$ cat src/rtl/ipid_pkg.sv
// Shared constants and types for the incremental PID unit.
`default_nettype none

package ipid_pkg;

    localparam int FRAC_SCALE_DEF = 1000;

    localparam int GAIN_W  = 16;
    localparam int ERR_W   = 16;
    localparam int CTRL_W  = 32;
    localparam int WIDE_W  = 64;
    localparam int REM_W   = 17;
    localparam int INDEX_W = 2;

    // Iteration counts of the shared unit.
    localparam int MUL_STEPS      = 16;
    localparam int DIV_STEPS      = 32;
    localparam int DIV_WIDE_STEPS = 64;

    localparam logic [GAIN_W-1:0] PROP_GAIN_RST     = 16'd1000;
    localparam logic [GAIN_W-1:0] INTEGRAL_GAIN_RST = 16'd0;
    localparam logic [GAIN_W-1:0] DERIV_GAIN_RST    = 16'd0;
    localparam logic [GAIN_W-1:0] SAMPLE_PERIOD_RST = 16'd1000;

    localparam logic [INDEX_W-1:0] REG_PROP_GAIN     = 2'd0;
    localparam logic [INDEX_W-1:0] REG_INTEGRAL_GAIN = 2'd1;
    localparam logic [INDEX_W-1:0] REG_DERIV_GAIN    = 2'd2;
    localparam logic [INDEX_W-1:0] REG_SAMPLE_PERIOD = 2'd3;

    typedef enum logic [1:0] {
        OP_ADD,
        OP_MUL,
        OP_DIV
    } arith_op_t;

    typedef struct packed {
        logic      start;
        arith_op_t op;
        logic      wide;
    } arith_req_t;

    typedef struct packed {
        logic [GAIN_W-1:0] prop_gain;
        logic [GAIN_W-1:0] integral_gain;
        logic [GAIN_W-1:0] deriv_gain;
        logic [GAIN_W-1:0] sample_period;
    } pid_cfg_t;

endpackage

`default_nettype wire

$ cat src/rtl/incremental_pid_fixed_point_unit.sv
// Top level of the incremental (velocity-form) fixed-point PID unit.
`default_nettype none

// Each accepted error beat produces one saturated control beat. The work is
// done by a single shared arithmetic unit stepped through 44 operations: 17
// shift-add multiplies of 16 steps, 10 divides of 32 steps, 3 divides of 64
// steps and 14 adds. Each operation is issued, run and written back in turn,
// then the sum is saturated in C_SAT and handed over in C_OUT. s_axis_tready
// stays low from the acceptance of a sample until its result is handed
// over, so a new sample is taken only once the last one is through. The
// result sits in an output register, so a new sample can be taken while it
// waits on m_axis_tready; a further result waits until that register is
// free, which holds s_axis_tready low longer. Registers are written through
// cfg_wr_en/cfg_index/cfg_wr_data: 0 proportional gain, 1 integral gain,
// 2 derivative gain, 3 sample period, all in units of 1/FRAC_SCALE. The
// user must write them only while the unit is idle; the block does not
// enforce it.
module incremental_pid_fixed_point_unit #(
    parameter int FRAC_SCALE = ipid_pkg::FRAC_SCALE_DEF
) (
    input  logic                               clk,
    input  logic                               rst_n,
    input  logic                               s_axis_tvalid,
    output logic                               s_axis_tready,
    input  logic [15:0]                        s_axis_tdata,  // [15:0] error_sample
    output logic                               m_axis_tvalid,
    input  logic                               m_axis_tready,
    output logic [31:0]                        m_axis_tdata,  // [31:0] control_value
    input  logic                               cfg_wr_en,
    input  logic [ipid_pkg::INDEX_W-1:0]       cfg_index,
    input  logic [ipid_pkg::GAIN_W-1:0]        cfg_wr_data
);
    import ipid_pkg::*;

    pid_cfg_t cfg_reg;

    logic                     out_valid_reg;
    logic [CTRL_W-1:0]        out_data_reg;
    logic                     out_free;
    logic                     res_valid;
    logic signed [CTRL_W-1:0] res_data;

    always_ff @(posedge clk or negedge rst_n)
    begin
        if (!rst_n)
        begin
            cfg_reg.prop_gain     <= PROP_GAIN_RST;
            cfg_reg.integral_gain <= INTEGRAL_GAIN_RST;
            cfg_reg.deriv_gain    <= DERIV_GAIN_RST;
            cfg_reg.sample_period <= SAMPLE_PERIOD_RST;
        end
        else if (cfg_wr_en)
        begin
            unique case (cfg_index)
                REG_PROP_GAIN:     cfg_reg.prop_gain     <= cfg_wr_data;
                REG_INTEGRAL_GAIN: cfg_reg.integral_gain <= cfg_wr_data;
                REG_DERIV_GAIN:    cfg_reg.deriv_gain    <= cfg_wr_data;
                REG_SAMPLE_PERIOD: cfg_reg.sample_period <= cfg_wr_data;
                default:           cfg_reg               <= cfg_reg;
            endcase
        end
    end

    ipid_ctrl #(
        .FRAC_SCALE (FRAC_SCALE)
    ) u_ctrl (
        .clk          (clk),
        .rst_n        (rst_n),
        .in_valid     (s_axis_tvalid),
        .in_ready     (s_axis_tready),
        .error_sample (s_axis_tdata),
        .cfg          (cfg_reg),
        .out_free     (out_free),
        .res_valid    (res_valid),
        .res_data     (res_data)
    );

    // The output register is free when empty or when its beat leaves now.
    assign out_free = !out_valid_reg || m_axis_tready;

    always_ff @(posedge clk or negedge rst_n)
    begin
        if (!rst_n)
        begin
            out_valid_reg <= 1'b0;
        end
        else if (res_valid)
        begin
            out_valid_reg <= 1'b1;
        end
        else if (m_axis_tready)
        begin
            out_valid_reg <= 1'b0;
        end
    end

    always_ff @(posedge clk)
    begin
        if (res_valid)
        begin
            out_data_reg <= res_data;
        end
    end

    assign m_axis_tvalid = out_valid_reg;
    assign m_axis_tdata  = out_data_reg;

endmodule

`default_nettype wire

$ cat src/rtl/ipid_arith.sv
// Shared iterative arithmetic unit: add, shift-add multiply, restoring divide.
`default_nettype none

module ipid_arith (
    input  logic                                clk,
    input  logic                                rst_n,
    input  ipid_pkg::arith_req_t                req,
    input  logic signed [ipid_pkg::WIDE_W-1:0]  opa,
    input  logic signed [ipid_pkg::WIDE_W-1:0]  opb,
    output logic                                done,
    output logic signed [ipid_pkg::WIDE_W-1:0]  quo,
    output logic signed [ipid_pkg::REM_W-1:0]   rem
);
    import ipid_pkg::*;

    typedef enum logic [1:0] {
        S_IDLE,
        S_RUN,
        S_FIX
    } state_t;

    state_t    state_reg, state_next;
    arith_op_t op_reg, op_next;
    logic      done_reg, done_next;
    logic [5:0] cnt_reg, cnt_next;

    logic              neg_reg, neg_next;
    logic [WIDE_W-1:0] acc_reg, acc_next;
    logic [WIDE_W-1:0] sh_reg, sh_next;
    logic [15:0]       mb_reg, mb_next;
    logic [15:0]       dv_reg, dv_next;
    logic [15:0]       part_reg, part_next;
    logic signed [WIDE_W-1:0] quo_reg, quo_next;
    logic signed [REM_W-1:0]  rem_reg, rem_next;

    logic [WIDE_W-1:0] mag_a;
    logic [WIDE_W-1:0] mag_b;
    logic [17:0]       trial;
    logic [WIDE_W-1:0] fix_val;

    assign mag_a = opa[WIDE_W-1] ? WIDE_W'(-opa) : WIDE_W'(opa);
    assign mag_b = opb[WIDE_W-1] ? WIDE_W'(-opb) : WIDE_W'(opb);

    // One restoring step: the partial remainder takes the next dividend bit.
    assign trial   = {1'b0, part_reg, sh_reg[WIDE_W-1]} - {2'b00, dv_reg};
    assign fix_val = (op_reg == OP_DIV) ? sh_reg : acc_reg;

    always_comb
    begin
        state_next = state_reg;
        op_next    = op_reg;
        done_next  = 1'b0;
        cnt_next   = cnt_reg;
        neg_next   = neg_reg;
        acc_next   = acc_reg;
        sh_next    = sh_reg;
        mb_next    = mb_reg;
        dv_next    = dv_reg;
        part_next  = part_reg;
        quo_next   = quo_reg;
        rem_next   = rem_reg;

        unique case (state_reg)
            S_IDLE:
            begin
                if (req.start)
                begin
                    op_next = req.op;
                    unique case (req.op)
                        OP_ADD:
                        begin
                            acc_next   = WIDE_W'(opa + opb);
                            neg_next   = 1'b0;
                            state_next = S_FIX;
                        end
                        OP_MUL:
                        begin
                            acc_next   = '0;
                            sh_next    = mag_a;
                            mb_next    = mag_b[15:0];
                            neg_next   = opa[WIDE_W-1] ^ opb[WIDE_W-1];
                            cnt_next   = 6'(MUL_STEPS - 1);
                            state_next = S_RUN;
                        end
                        OP_DIV:
                        begin
                            // A short dividend sits in the upper half so that only
                            // its significant bits are walked through.
                            sh_next    = req.wide ? mag_a : {mag_a[31:0], 32'd0};
                            part_next  = '0;
                            dv_next    = opb[15:0];
                            neg_next   = opa[WIDE_W-1];
                            cnt_next   = req.wide ? 6'(DIV_WIDE_STEPS - 1)
                                                  : 6'(DIV_STEPS - 1);
                            state_next = S_RUN;
                        end
                        default:
                        begin
                            state_next = S_IDLE;
                        end
                    endcase
                end
            end
            S_RUN:
            begin
                if (op_reg == OP_MUL)
                begin
                    if (mb_reg[0])
                    begin
                        acc_next = acc_reg + sh_reg;
                    end
                    sh_next = {sh_reg[WIDE_W-2:0], 1'b0};
                    mb_next = {1'b0, mb_reg[15:1]};
                end
                else
                begin
                    if (!trial[17])
                    begin
                        part_next = trial[15:0];
                        sh_next   = {sh_reg[WIDE_W-2:0], 1'b1};
                    end
                    else
                    begin
                        part_next = {part_reg[14:0], sh_reg[WIDE_W-1]};
                        sh_next   = {sh_reg[WIDE_W-2:0], 1'b0};
                    end
                end
                cnt_next = cnt_reg - 6'd1;
                if (cnt_reg == '0)
                begin
                    state_next = S_FIX;
                end
            end
            S_FIX:
            begin
                // Quotient truncates toward zero; the remainder keeps the
                // dividend's sign.
                quo_next   = neg_reg ? -$signed(fix_val) : $signed(fix_val);
                rem_next   = neg_reg ? -$signed({1'b0, part_reg})
                                     : $signed({1'b0, part_reg});
                done_next  = 1'b1;
                state_next = S_IDLE;
            end
            default:
            begin
                state_next = S_IDLE;
            end
        endcase
    end

    always_ff @(posedge clk or negedge rst_n)
    begin
        if (!rst_n)
        begin
            state_reg <= S_IDLE;
            op_reg    <= OP_ADD;
            done_reg  <= 1'b0;
            cnt_reg   <= '0;
        end
        else
        begin
            state_reg <= state_next;
            op_reg    <= op_next;
            done_reg  <= done_next;
            cnt_reg   <= cnt_next;
        end
    end

    always_ff @(posedge clk)
    begin
        neg_reg  <= neg_next;
        acc_reg  <= acc_next;
        sh_reg   <= sh_next;
        mb_reg   <= mb_next;
        dv_reg   <= dv_next;
        part_reg <= part_next;
        quo_reg  <= quo_next;
        rem_reg  <= rem_next;
    end

    assign done = done_reg;
    assign quo  = quo_reg;
    assign rem  = rem_reg;

endmodule

`default_nettype wire

$ cat src/rtl/ipid_ctrl.sv
// Sequencer that runs the PID increment through the shared arithmetic unit.
`default_nettype none

module ipid_ctrl #(
    parameter int FRAC_SCALE = ipid_pkg::FRAC_SCALE_DEF
) (
    input  logic                                clk,
    input  logic                                rst_n,
    input  logic                                in_valid,
    output logic                                in_ready,
    input  logic signed [ipid_pkg::ERR_W-1:0]   error_sample,
    input  ipid_pkg::pid_cfg_t                  cfg,
    input  logic                                out_free,
    output logic                                res_valid,
    output logic signed [ipid_pkg::CTRL_W-1:0]  res_data
);
    import ipid_pkg::*;

    localparam logic signed [WIDE_W-1:0] SCALE_W  = WIDE_W'(FRAC_SCALE);
    localparam logic signed [WIDE_W-1:0] CTRL_MAX = 64'sd2147483647;
    localparam logic signed [WIDE_W-1:0] CTRL_MIN = -64'sd2147483648;

    typedef enum logic [2:0] {
        C_IDLE,
        C_ISSUE,
        C_WAIT,
        C_SAT,
        C_OUT
    } ctl_state_t;

    typedef enum logic [5:0] {
        ST_KP_DIV, ST_KI_DIV, ST_KD_DIV, ST_T_DIV, ST_E_DIV, ST_D2_DIV,
        ST_PW_MUL, ST_PW_DIV, ST_PF_MUL, ST_PF_DIV, ST_PF_ADD,
        ST_IA_MUL, ST_IB_MUL, ST_IB2_MUL, ST_IB2_ADD, ST_IB3_MUL, ST_IB3_DIV,
        ST_IB3_ADD, ST_IW_MUL, ST_IF_MUL, ST_IF2_MUL, ST_IF2_ADD, ST_IF3_MUL,
        ST_IF3_DIV, ST_IF3_ADD,
        ST_DA_MUL, ST_NUM_MUL, ST_DB1_MUL, ST_DB1_ADD, ST_DB2_MUL, ST_DB2_ADD,
        ST_DB3_MUL, ST_DB3_DIV, ST_DB3_ADD, ST_NS_MUL, ST_Q_DIV, ST_DQ_DIV,
        ST_W1_ADD, ST_W2_ADD, ST_W_MUL, ST_LC_ADD, ST_PF_SUM, ST_IF_SUM,
        ST_DF_SUM
    } step_t;

    ctl_state_t state_reg, state_next;
    step_t      step_reg, step_next;

    logic signed [ERR_W-1:0]  prev_error_reg, prev_error_next;
    logic signed [ERR_W-1:0]  prev_prev_error_reg, prev_prev_error_next;
    logic signed [CTRL_W-1:0] last_control_reg, last_control_next;

    // Working registers for one sample.
    logic signed [ERR_W-1:0]  e_reg;
    logic signed [16:0]       d1_reg;
    logic signed [17:0]       d2_reg;
    logic [GAIN_W-1:0]        kp_w_reg, kp_f_reg, ki_w_reg, ki_f_reg;
    logic [GAIN_W-1:0]        kd_w_reg, kd_f_reg, t_w_reg, t_f_reg;
    logic signed [15:0]       eq_reg, er_reg;
    logic signed [17:0]       d2q_reg, d2r_reg;
    logic signed [WIDE_W-1:0] p_w_reg, p_f_reg, ia_reg, ib_reg, i_w_reg, i_f_reg;
    logic signed [WIDE_W-1:0] num_reg, d_w_reg, t0_reg, t1_reg;
    logic signed [REM_W-1:0]  d_f_reg;

    arith_req_t               req;
    arith_op_t                op;
    logic                     wide;
    logic signed [WIDE_W-1:0] opa, opb;
    logic                     u_done;
    logic signed [WIDE_W-1:0] u_quo;
    logic signed [REM_W-1:0]  u_rem;
    logic                     accept;
    logic                     period_zero;

    assign accept      = (state_reg == C_IDLE) && in_valid;
    assign period_zero = (cfg.sample_period == '0);

    // Operation and operands of the current step. Multiplier operand b is
    // always the one below 2^16 in magnitude.
    always_comb
    begin
        op   = OP_ADD;
        wide = 1'b0;
        opa  = '0;
        opb  = '0;
        unique case (step_reg)
            ST_KP_DIV:  begin op = OP_DIV; opa = WIDE_W'(cfg.prop_gain);     opb = SCALE_W; end
            ST_KI_DIV:  begin op = OP_DIV; opa = WIDE_W'(cfg.integral_gain); opb = SCALE_W; end
            ST_KD_DIV:  begin op = OP_DIV; opa = WIDE_W'(cfg.deriv_gain);    opb = SCALE_W; end
            ST_T_DIV:   begin op = OP_DIV; opa = WIDE_W'(cfg.sample_period); opb = SCALE_W; end
            ST_E_DIV:   begin op = OP_DIV; opa = WIDE_W'(e_reg);             opb = SCALE_W; end
            ST_D2_DIV:  begin op = OP_DIV; opa = WIDE_W'(d2_reg);            opb = SCALE_W; end
            ST_PW_MUL:  begin op = OP_MUL; opa = WIDE_W'(d1_reg); opb = WIDE_W'(kp_w_reg); end
            ST_PW_DIV:  begin op = OP_DIV; opa = t0_reg;          opb = SCALE_W; end
            ST_PF_MUL:  begin op = OP_MUL; opa = WIDE_W'(d1_reg); opb = WIDE_W'(kp_f_reg); end
            ST_PF_DIV:  begin op = OP_DIV; opa = t0_reg;          opb = SCALE_W; end
            ST_PF_ADD:  begin opa = p_f_reg; opb = t1_reg; end
            ST_IA_MUL:  begin op = OP_MUL; opa = WIDE_W'(t_w_reg); opb = WIDE_W'(ki_w_reg); end
            ST_IB_MUL:  begin op = OP_MUL; opa = WIDE_W'(t_f_reg); opb = WIDE_W'(ki_w_reg); end
            ST_IB2_MUL: begin op = OP_MUL; opa = WIDE_W'(t_w_reg); opb = WIDE_W'(ki_f_reg); end
            ST_IB2_ADD: begin opa = ib_reg; opb = t0_reg; end
            ST_IB3_MUL: begin op = OP_MUL; opa = WIDE_W'(t_f_reg); opb = WIDE_W'(ki_f_reg); end
            ST_IB3_DIV: begin op = OP_DIV; opa = t0_reg; opb = SCALE_W; end
            ST_IB3_ADD: begin opa = ib_reg; opb = t1_reg; end
            ST_IW_MUL:  begin op = OP_MUL; opa = ia_reg; opb = WIDE_W'(eq_reg); end
            ST_IF_MUL:  begin op = OP_MUL; opa = ia_reg; opb = WIDE_W'(er_reg); end
            ST_IF2_MUL: begin op = OP_MUL; opa = ib_reg; opb = WIDE_W'(eq_reg); end
            ST_IF2_ADD: begin opa = i_f_reg; opb = t0_reg; end
            ST_IF3_MUL: begin op = OP_MUL; opa = ib_reg; opb = WIDE_W'(er_reg); end
            ST_IF3_DIV: begin op = OP_DIV; wide = 1'b1; opa = t0_reg; opb = SCALE_W; end
            ST_IF3_ADD: begin opa = i_f_reg; opb = t1_reg; end
            ST_DA_MUL:  begin op = OP_MUL; opa = WIDE_W'(d2q_reg); opb = WIDE_W'(kd_w_reg); end
            ST_NUM_MUL: begin op = OP_MUL; opa = num_reg; opb = SCALE_W; end
            ST_DB1_MUL: begin op = OP_MUL; opa = WIDE_W'(d2r_reg); opb = WIDE_W'(kd_w_reg); end
            ST_DB1_ADD: begin opa = num_reg; opb = t0_reg; end
            ST_DB2_MUL: begin op = OP_MUL; opa = WIDE_W'(d2q_reg); opb = WIDE_W'(kd_f_reg); end
            ST_DB2_ADD: begin opa = num_reg; opb = t0_reg; end
            ST_DB3_MUL: begin op = OP_MUL; opa = WIDE_W'(d2r_reg); opb = WIDE_W'(kd_f_reg); end
            ST_DB3_DIV: begin op = OP_DIV; opa = t0_reg; opb = SCALE_W; end
            ST_DB3_ADD: begin opa = num_reg; opb = t1_reg; end
            ST_NS_MUL:  begin op = OP_MUL; opa = num_reg; opb = SCALE_W; end
            ST_Q_DIV:
            begin
                // A zero period forces a zero derivative term: 0 / 1.
                op   = OP_DIV;
                wide = 1'b1;
                opa  = period_zero ? '0 : t0_reg;
                opb  = period_zero ? WIDE_W'(1) : WIDE_W'(cfg.sample_period);
            end
            ST_DQ_DIV:  begin op = OP_DIV; wide = 1'b1; opa = t1_reg; opb = SCALE_W; end
            ST_W1_ADD:  begin opa = p_w_reg; opb = i_w_reg; end
            ST_W2_ADD:  begin opa = t0_reg;  opb = d_w_reg; end
            ST_W_MUL:   begin op = OP_MUL; opa = t0_reg; opb = SCALE_W; end
            ST_LC_ADD:  begin opa = t0_reg; opb = WIDE_W'(last_control_reg); end
            ST_PF_SUM:  begin opa = t0_reg; opb = p_f_reg; end
            ST_IF_SUM:  begin opa = t0_reg; opb = i_f_reg; end
            ST_DF_SUM:  begin opa = t0_reg; opb = WIDE_W'(d_f_reg); end
            default:    begin opa = '0; opb = '0; end
        endcase
    end

    always_comb
    begin
        req.start = (state_reg == C_ISSUE);
        req.op    = op;
        req.wide  = wide;
    end

    ipid_arith u_arith (
        .clk   (clk),
        .rst_n (rst_n),
        .req   (req),
        .opa   (opa),
        .opb   (opb),
        .done  (u_done),
        .quo   (u_quo),
        .rem   (u_rem)
    );

    always_comb
    begin
        state_next           = state_reg;
        step_next            = step_reg;
        prev_error_next      = prev_error_reg;
        prev_prev_error_next = prev_prev_error_reg;
        last_control_next    = last_control_reg;
        res_valid            = 1'b0;

        unique case (state_reg)
            C_IDLE:
            begin
                if (in_valid)
                begin
                    step_next  = ST_KP_DIV;
                    state_next = C_ISSUE;
                end
            end
            C_ISSUE:
            begin
                state_next = C_WAIT;
            end
            C_WAIT:
            begin
                if (u_done)
                begin
                    if (step_reg == ST_DF_SUM)
                    begin
                        state_next = C_SAT;
                    end
                    else
                    begin
                        step_next  = step_t'(step_reg + 6'd1);
                        state_next = C_ISSUE;
                    end
                end
            end
            C_SAT:
            begin
                priority if (t0_reg > CTRL_MAX)
                begin
                    last_control_next = CTRL_MAX[CTRL_W-1:0];
                end
                else if (t0_reg < CTRL_MIN)
                begin
                    last_control_next = CTRL_MIN[CTRL_W-1:0];
                end
                else
                begin
                    last_control_next = t0_reg[CTRL_W-1:0];
                end
                prev_prev_error_next = prev_error_reg;
                prev_error_next      = e_reg;
                state_next           = C_OUT;
            end
            C_OUT:
            begin
                res_valid = out_free;
                if (out_free)
                begin
                    state_next = C_IDLE;
                end
            end
            default:
            begin
                state_next = C_IDLE;
            end
        endcase
    end

    always_ff @(posedge clk or negedge rst_n)
    begin
        if (!rst_n)
        begin
            state_reg           <= C_IDLE;
            step_reg            <= ST_KP_DIV;
            prev_error_reg      <= '0;
            prev_prev_error_reg <= '0;
            last_control_reg    <= '0;
        end
        else
        begin
            state_reg           <= state_next;
            step_reg            <= step_next;
            prev_error_reg      <= prev_error_next;
            prev_prev_error_reg <= prev_prev_error_next;
            last_control_reg    <= last_control_next;
        end
    end

    // Sample capture and write-back of the unit's results.
    always_ff @(posedge clk)
    begin
        if (accept)
        begin
            e_reg  <= error_sample;
            d1_reg <= 17'(error_sample) - 17'(prev_error_reg);
            d2_reg <= 18'(error_sample) - (18'(prev_error_reg) <<< 1)
                      + 18'(prev_prev_error_reg);
        end
        if ((state_reg == C_WAIT) && u_done)
        begin
            unique case (step_reg)
                ST_KP_DIV: begin kp_w_reg <= u_quo[15:0]; kp_f_reg <= u_rem[15:0]; end
                ST_KI_DIV: begin ki_w_reg <= u_quo[15:0]; ki_f_reg <= u_rem[15:0]; end
                ST_KD_DIV: begin kd_w_reg <= u_quo[15:0]; kd_f_reg <= u_rem[15:0]; end
                ST_T_DIV:  begin t_w_reg  <= u_quo[15:0]; t_f_reg  <= u_rem[15:0]; end
                ST_E_DIV:  begin eq_reg   <= u_quo[15:0]; er_reg   <= u_rem[15:0]; end
                ST_D2_DIV: begin d2q_reg  <= u_quo[17:0]; d2r_reg  <= 18'(u_rem); end
                ST_PW_DIV: begin p_w_reg  <= u_quo; p_f_reg <= WIDE_W'(u_rem); end
                // For the scale divisions the remainder is below the scale, so its further
                // division by the scale is always zero and is skipped; ST_Q_DIV keeps only its quotient.
                ST_PF_DIV, ST_IB3_DIV, ST_IF3_DIV, ST_DB3_DIV, ST_Q_DIV:
                begin
                    t1_reg <= u_quo;
                end
                ST_PF_ADD: p_f_reg <= u_quo;
                ST_IA_MUL: ia_reg  <= u_quo;
                ST_IB_MUL, ST_IB2_ADD, ST_IB3_ADD: ib_reg <= u_quo;
                ST_IW_MUL: i_w_reg <= u_quo;
                ST_IF_MUL, ST_IF2_ADD, ST_IF3_ADD: i_f_reg <= u_quo;
                ST_DA_MUL, ST_NUM_MUL, ST_DB1_ADD, ST_DB2_ADD, ST_DB3_ADD:
                begin
                    num_reg <= u_quo;
                end
                ST_DQ_DIV: begin d_w_reg <= u_quo; d_f_reg <= u_rem; end
                ST_PW_MUL, ST_PF_MUL, ST_IB2_MUL, ST_IB3_MUL, ST_IF2_MUL, ST_IF3_MUL,
                ST_DB1_MUL, ST_DB2_MUL, ST_DB3_MUL, ST_NS_MUL, ST_W1_ADD, ST_W2_ADD,
                ST_W_MUL, ST_LC_ADD, ST_PF_SUM, ST_IF_SUM, ST_DF_SUM:
                begin
                    t0_reg <= u_quo;
                end
                default:
                begin
                    t0_reg <= t0_reg;
                end
            endcase
        end
    end

    assign in_ready = (state_reg == C_IDLE);
    assign res_data = last_control_reg;

endmodule

`default_nettype wire

$ cat config.mk
export PLATFORM = sky130hd
export DESIGN_NAME = incremental_pid_fixed_point_unit
export DESIGN_NICKNAME = d
export VERILOG_FILES = /design/src/rtl/ipid_pkg.sv /design/src/rtl/incremental_pid_fixed_point_unit.sv /design/src/rtl/ipid_arith.sv /design/src/rtl/ipid_ctrl.sv
export SDC_FILE = /design/constraint.sdc
export NUM_CORES = 2
export LEC_CHECK = 0
export BUFFER_PORTS_ARGS = -buffer_cell sky130_fd_sc_hd__buf_2
export CAP_MARGIN = 5
export CORE_MARGIN = 3
export CORE_UTILIZATION = 55
export DETAILED_ROUTE_END_ITERATION = 8
export HOLD_SLACK_MARGIN = 0.06
export PLACE_DENSITY_LB_ADDON = 0.1
export SETUP_SLACK_MARGIN = 0.3
export SLEW_MARGIN = 20
export SYNTH_ARGS = -nofsm -noshare
export SYNTH_HDL_FRONTEND = slang
export SYNTH_HIERARCHICAL = 1
export SYNTH_SLANG_ARGS = --single-unit
$ cat constraint.sdc
create_clock -name clk -period 6.7 [get_ports clk]
set_input_delay 1.675 -clock clk [delete_from_list [all_inputs] [get_ports clk]]
set_output_delay 1.675 -clock clk [all_outputs]
set_load 0.02 [all_outputs]
==> out/results.txt <==
Synth Flop Type = edfxtp_1
Worst endpoint data arrival time = 6780 ps
Rows = 127
Wire per inst = 31.4 um
Synth cell types = 109
H-Tree Level Count = 4
Routed vias = 51.8k
# setup viols final = 0
Crit Path Category = reg -> reg
Core ar. = 121000 sq um
Final Power = 30.7 mW
Finished Cell Area = 75700 sq um
Fill count = 9480
Post-synth EDFFs = 1193
Async SR Flop Fraction = 11.1%
Setup TNS = 0 ps
DRC Markers = 0
Synthesis Warnings = 6
Port buffer count = 72
Antenna Violating Nets Remaining = 0
Synthesized Nets = 5943
Critical path launch point type = register
CP max FO = 17
Mapped Area = 67300 sq um
Req. time, crit path = 7230 ps
Layout cell share with drive strength beyond 1 = 12.7%
FF+latch count, synth = 1342
Pre-CTS setup slack = 284 ps
Largest net degree at the start of global routing = 96
Detailed Place HPWL = 166000 um
Vias in the first global route = 47.8k
Num CTS Buffers = 143
Initial core utilization = 55.7%
Detailed Routing Iterations Pass 1 = 9
Max VDD drop = 0.000318 V
Min Tclk post-route = 6250 ps
Slew Limit Headroom = 24.8%
Crit end category = register
Clock Latency Late Sink = 800 ps
WL final = 238000 um
Overflow after GRT = 0
Average cell area after synthesis = 11.8 sq um
Setup slack after layout = 455 ps
Worst-Margin Slew = 1120 ps
Syn Inst Count = 5695
Post-synthesis sequential area ratio = 58.8%
TritonCTS Sinks = 1342
Clk buf depth = 3
Leak Pwr = 27.5 nW
First-pass GRT wire length = 339000 um
Die Ht = 356 um
Number of max-cap violations = 0
Final Wtd Congestion = 1.01
Layout area overhead = 12.5%
Hold Path Class = reg -> reg
Die area = 127000 sq um
CTS tree = built
Vias per std cell = 6.83
Worst-path clk slew = 60 ps
Pwr Density = 406 nW/um^2
Post-CTS Hold Buffers = 0
Status = complete, no violations
Initial DRC count = 8668
F_max = 160 MHz
Overall die width = 356 um
Slew Limit Fails = 0
RSZ-0062 raised after global routing = no
GR Util All Layers = 37.0%
Worst Skew = 60.4 ps
Placed instance area = 70500 sq um
Final Cycle Share = 93.2%
Antenna violations before repair = 16
CTS Root Cell = clkbuf_16
Final hold violation count = 0
Fin nets = 6095
IO Pins = 73
-- synth_stat cells, types with 137 or more instances --
cell type | n | area, sq um
dfrtp_1 | 137 | 3430
nand2_1 | 668 | 2510
edfxtp_1 | 1193 | 35800
xor2_1 | 154 | 1350
ha_1 | 189 | 2360
nand3_1 | 193 | 966
a21oi_1 | 325 | 1630
nor2_1 | 281 | 1050
clkbuf_1 | 170 | 638
a22oi_1 | 238 | 1790
inv_1 | 166 | 623
o21ai_0 | 253 | 1270
xnor2_1 | 147 | 1290
-- what timing repair did --
item | 4_1_cts | 5_1_grt
setup buffers | 0 | 20
pin swaps | 0 | 10
endpoints found under the setup margin | 1 | 46
resized for setup | 1 | 25
-- layout by cell type, fill, tap and decap left out, types with 33 or more instances in the layout --
| master | count |
|---|---|
| nand2_1 | 666 |
| a221oi_1 | 116 |
| mux2i_1 | 83 |
| a31oi_1 | 33 |
| o21ai_0 | 253 |
| o21bai_1 | 37 |
| a222oi_1 | 52 |
| nand3_1 | 189 |
| or3_1 | 33 |
| buf_2 | 71 |
| buf_4 | 218 |
| mux2_2 | 82 |
| o22ai_1 | 62 |
| a21oi_1 | 323 |
| a22oi_1 | 238 |
| a21o_1 | 114 |
| inv_1 | 165 |
| xnor2_1 | 147 |
| nor4_1 | 33 |
| nand2b_1 | 35 |
| edfxtp_1 | 1193 |
| o31ai_1 | 44 |
| ha_1 | 184 |
| nor2_1 | 272 |
| clkbuf_16 | 146 |
| dfrtp_1 | 134 |
| nor3_1 | 90 |
| nor2b_1 | 36 |
| nand4_1 | 117 |
| xor2_1 | 154 |
| a22o_1 | 68 |
| clkbuf_1 | 41 |
-- report_power, final --
group	switching, mW	internal (mW)	leakage (nW)	total, mW
logic	7.00	3.89	12.5	10.9
clock network	3.43	4.82	2.38	8.25
registers	1.06	10.5	12.6	11.6
-- per-stage QoR --
stage | utilization (%) | hold slack, ps | cells
finish | 62.7 | 478 | 7590
global route | 62.7 | 509 | 7581
CTS | 62.5 | 484 | 7559
detailed placement | 58.4 | 470 | 7293
global placement | 58.4 | 463 | 7293
floorplan | - | 437 | 5695
-- kinds of logic after synthesis --
family | share of synthesized area [%]
AO/OA/AOI/OAI | 15.9
XOR/XNOR | 3.92
AND/OR/NAND/NOR | 11.7
flip-flops | 58.8
adder cells (fa/ha/maj) | 4.11
multiplexers | 2.63
buffers and inverters | 2.94
-- worst max-delay path: stages, from the launching register on --
cell and delay [ps]:
dfrtp_1 420, inv_1 140, ha_2 350, nand2_1 250
nor3_2 80, buf_4 170, a222oi_1 690, a21boi_0 400
nand4_1 300, ha_1 420, nor2b_1 250, o2111ai_1 190
nand3_1 230, a21oi_1 190, a2111oi_0 420, buf_4 190
o21ai_1 110, o41ai_1 360, buf_4 190, o2111ai_1 140
and3_1 220, or3_1 330
-- metal layers --
metal / track usage, % / part of all wire, % / wire [um] / vias to the layer above
met3: 14.2 / 17 / 40100 / 400
met5: 1.08 / 0.012 / 29 / -
met1: 56.2 / 41 / 97200 / 25500
met2: 49.2 / 40 / 94400 / 3752
met4: 9.92 / 2.8 / 6600 / 4
li1: - / - / - / 22200
-- worst paths after layout --
check / startpoint / endpoint / slack (ps) / depth (start not counted)
worst min-delay path: u_ctrl/prev_prev_error_reg[14]$_DFFE_PN0P_ / u_ctrl/prev_prev_error_reg[14]$_DFFE_PN0P_ / 480 / 2
worst max-delay path: u_ctrl/step_reg[0]$_DFFE_PN0P_ / u_ctrl/u_arith/acc_reg[62]$_DFFE_PP_ / 450 / 21
worst min register to register: u_ctrl/prev_prev_error_reg[14]$_DFFE_PN0P_ / u_ctrl/prev_prev_error_reg[14]$_DFFE_PN0P_ / 480 / 2
min in group asynchronous: rst_n / u_ctrl/prev_error_reg[5]$_DFFE_PN0P_ / 870 / 1
worst max register to register: u_ctrl/step_reg[0]$_DFFE_PN0P_ / u_ctrl/u_arith/acc_reg[62]$_DFFE_PP_ / 450 / 21
max in group asynchronous: rst_n / u_ctrl/u_arith/cnt_reg[1]$_DFFE_PN0P_ / 4770 / 2
-- final cells by class --
type	count	area, sq um	share of cell area [%]
tap	1612	2020	2.66
clock inverter	59	813	1.07
antenna	10	25.0	0.0330
multi-input combinational	3880	26100	34.5
sequential	1342	39600	52.2
timing repair buffer	314	2470	3.27
inverter	166	623	0.823
clock buffer	207	4080	5.39
Power figures use the tool's default switching activity.
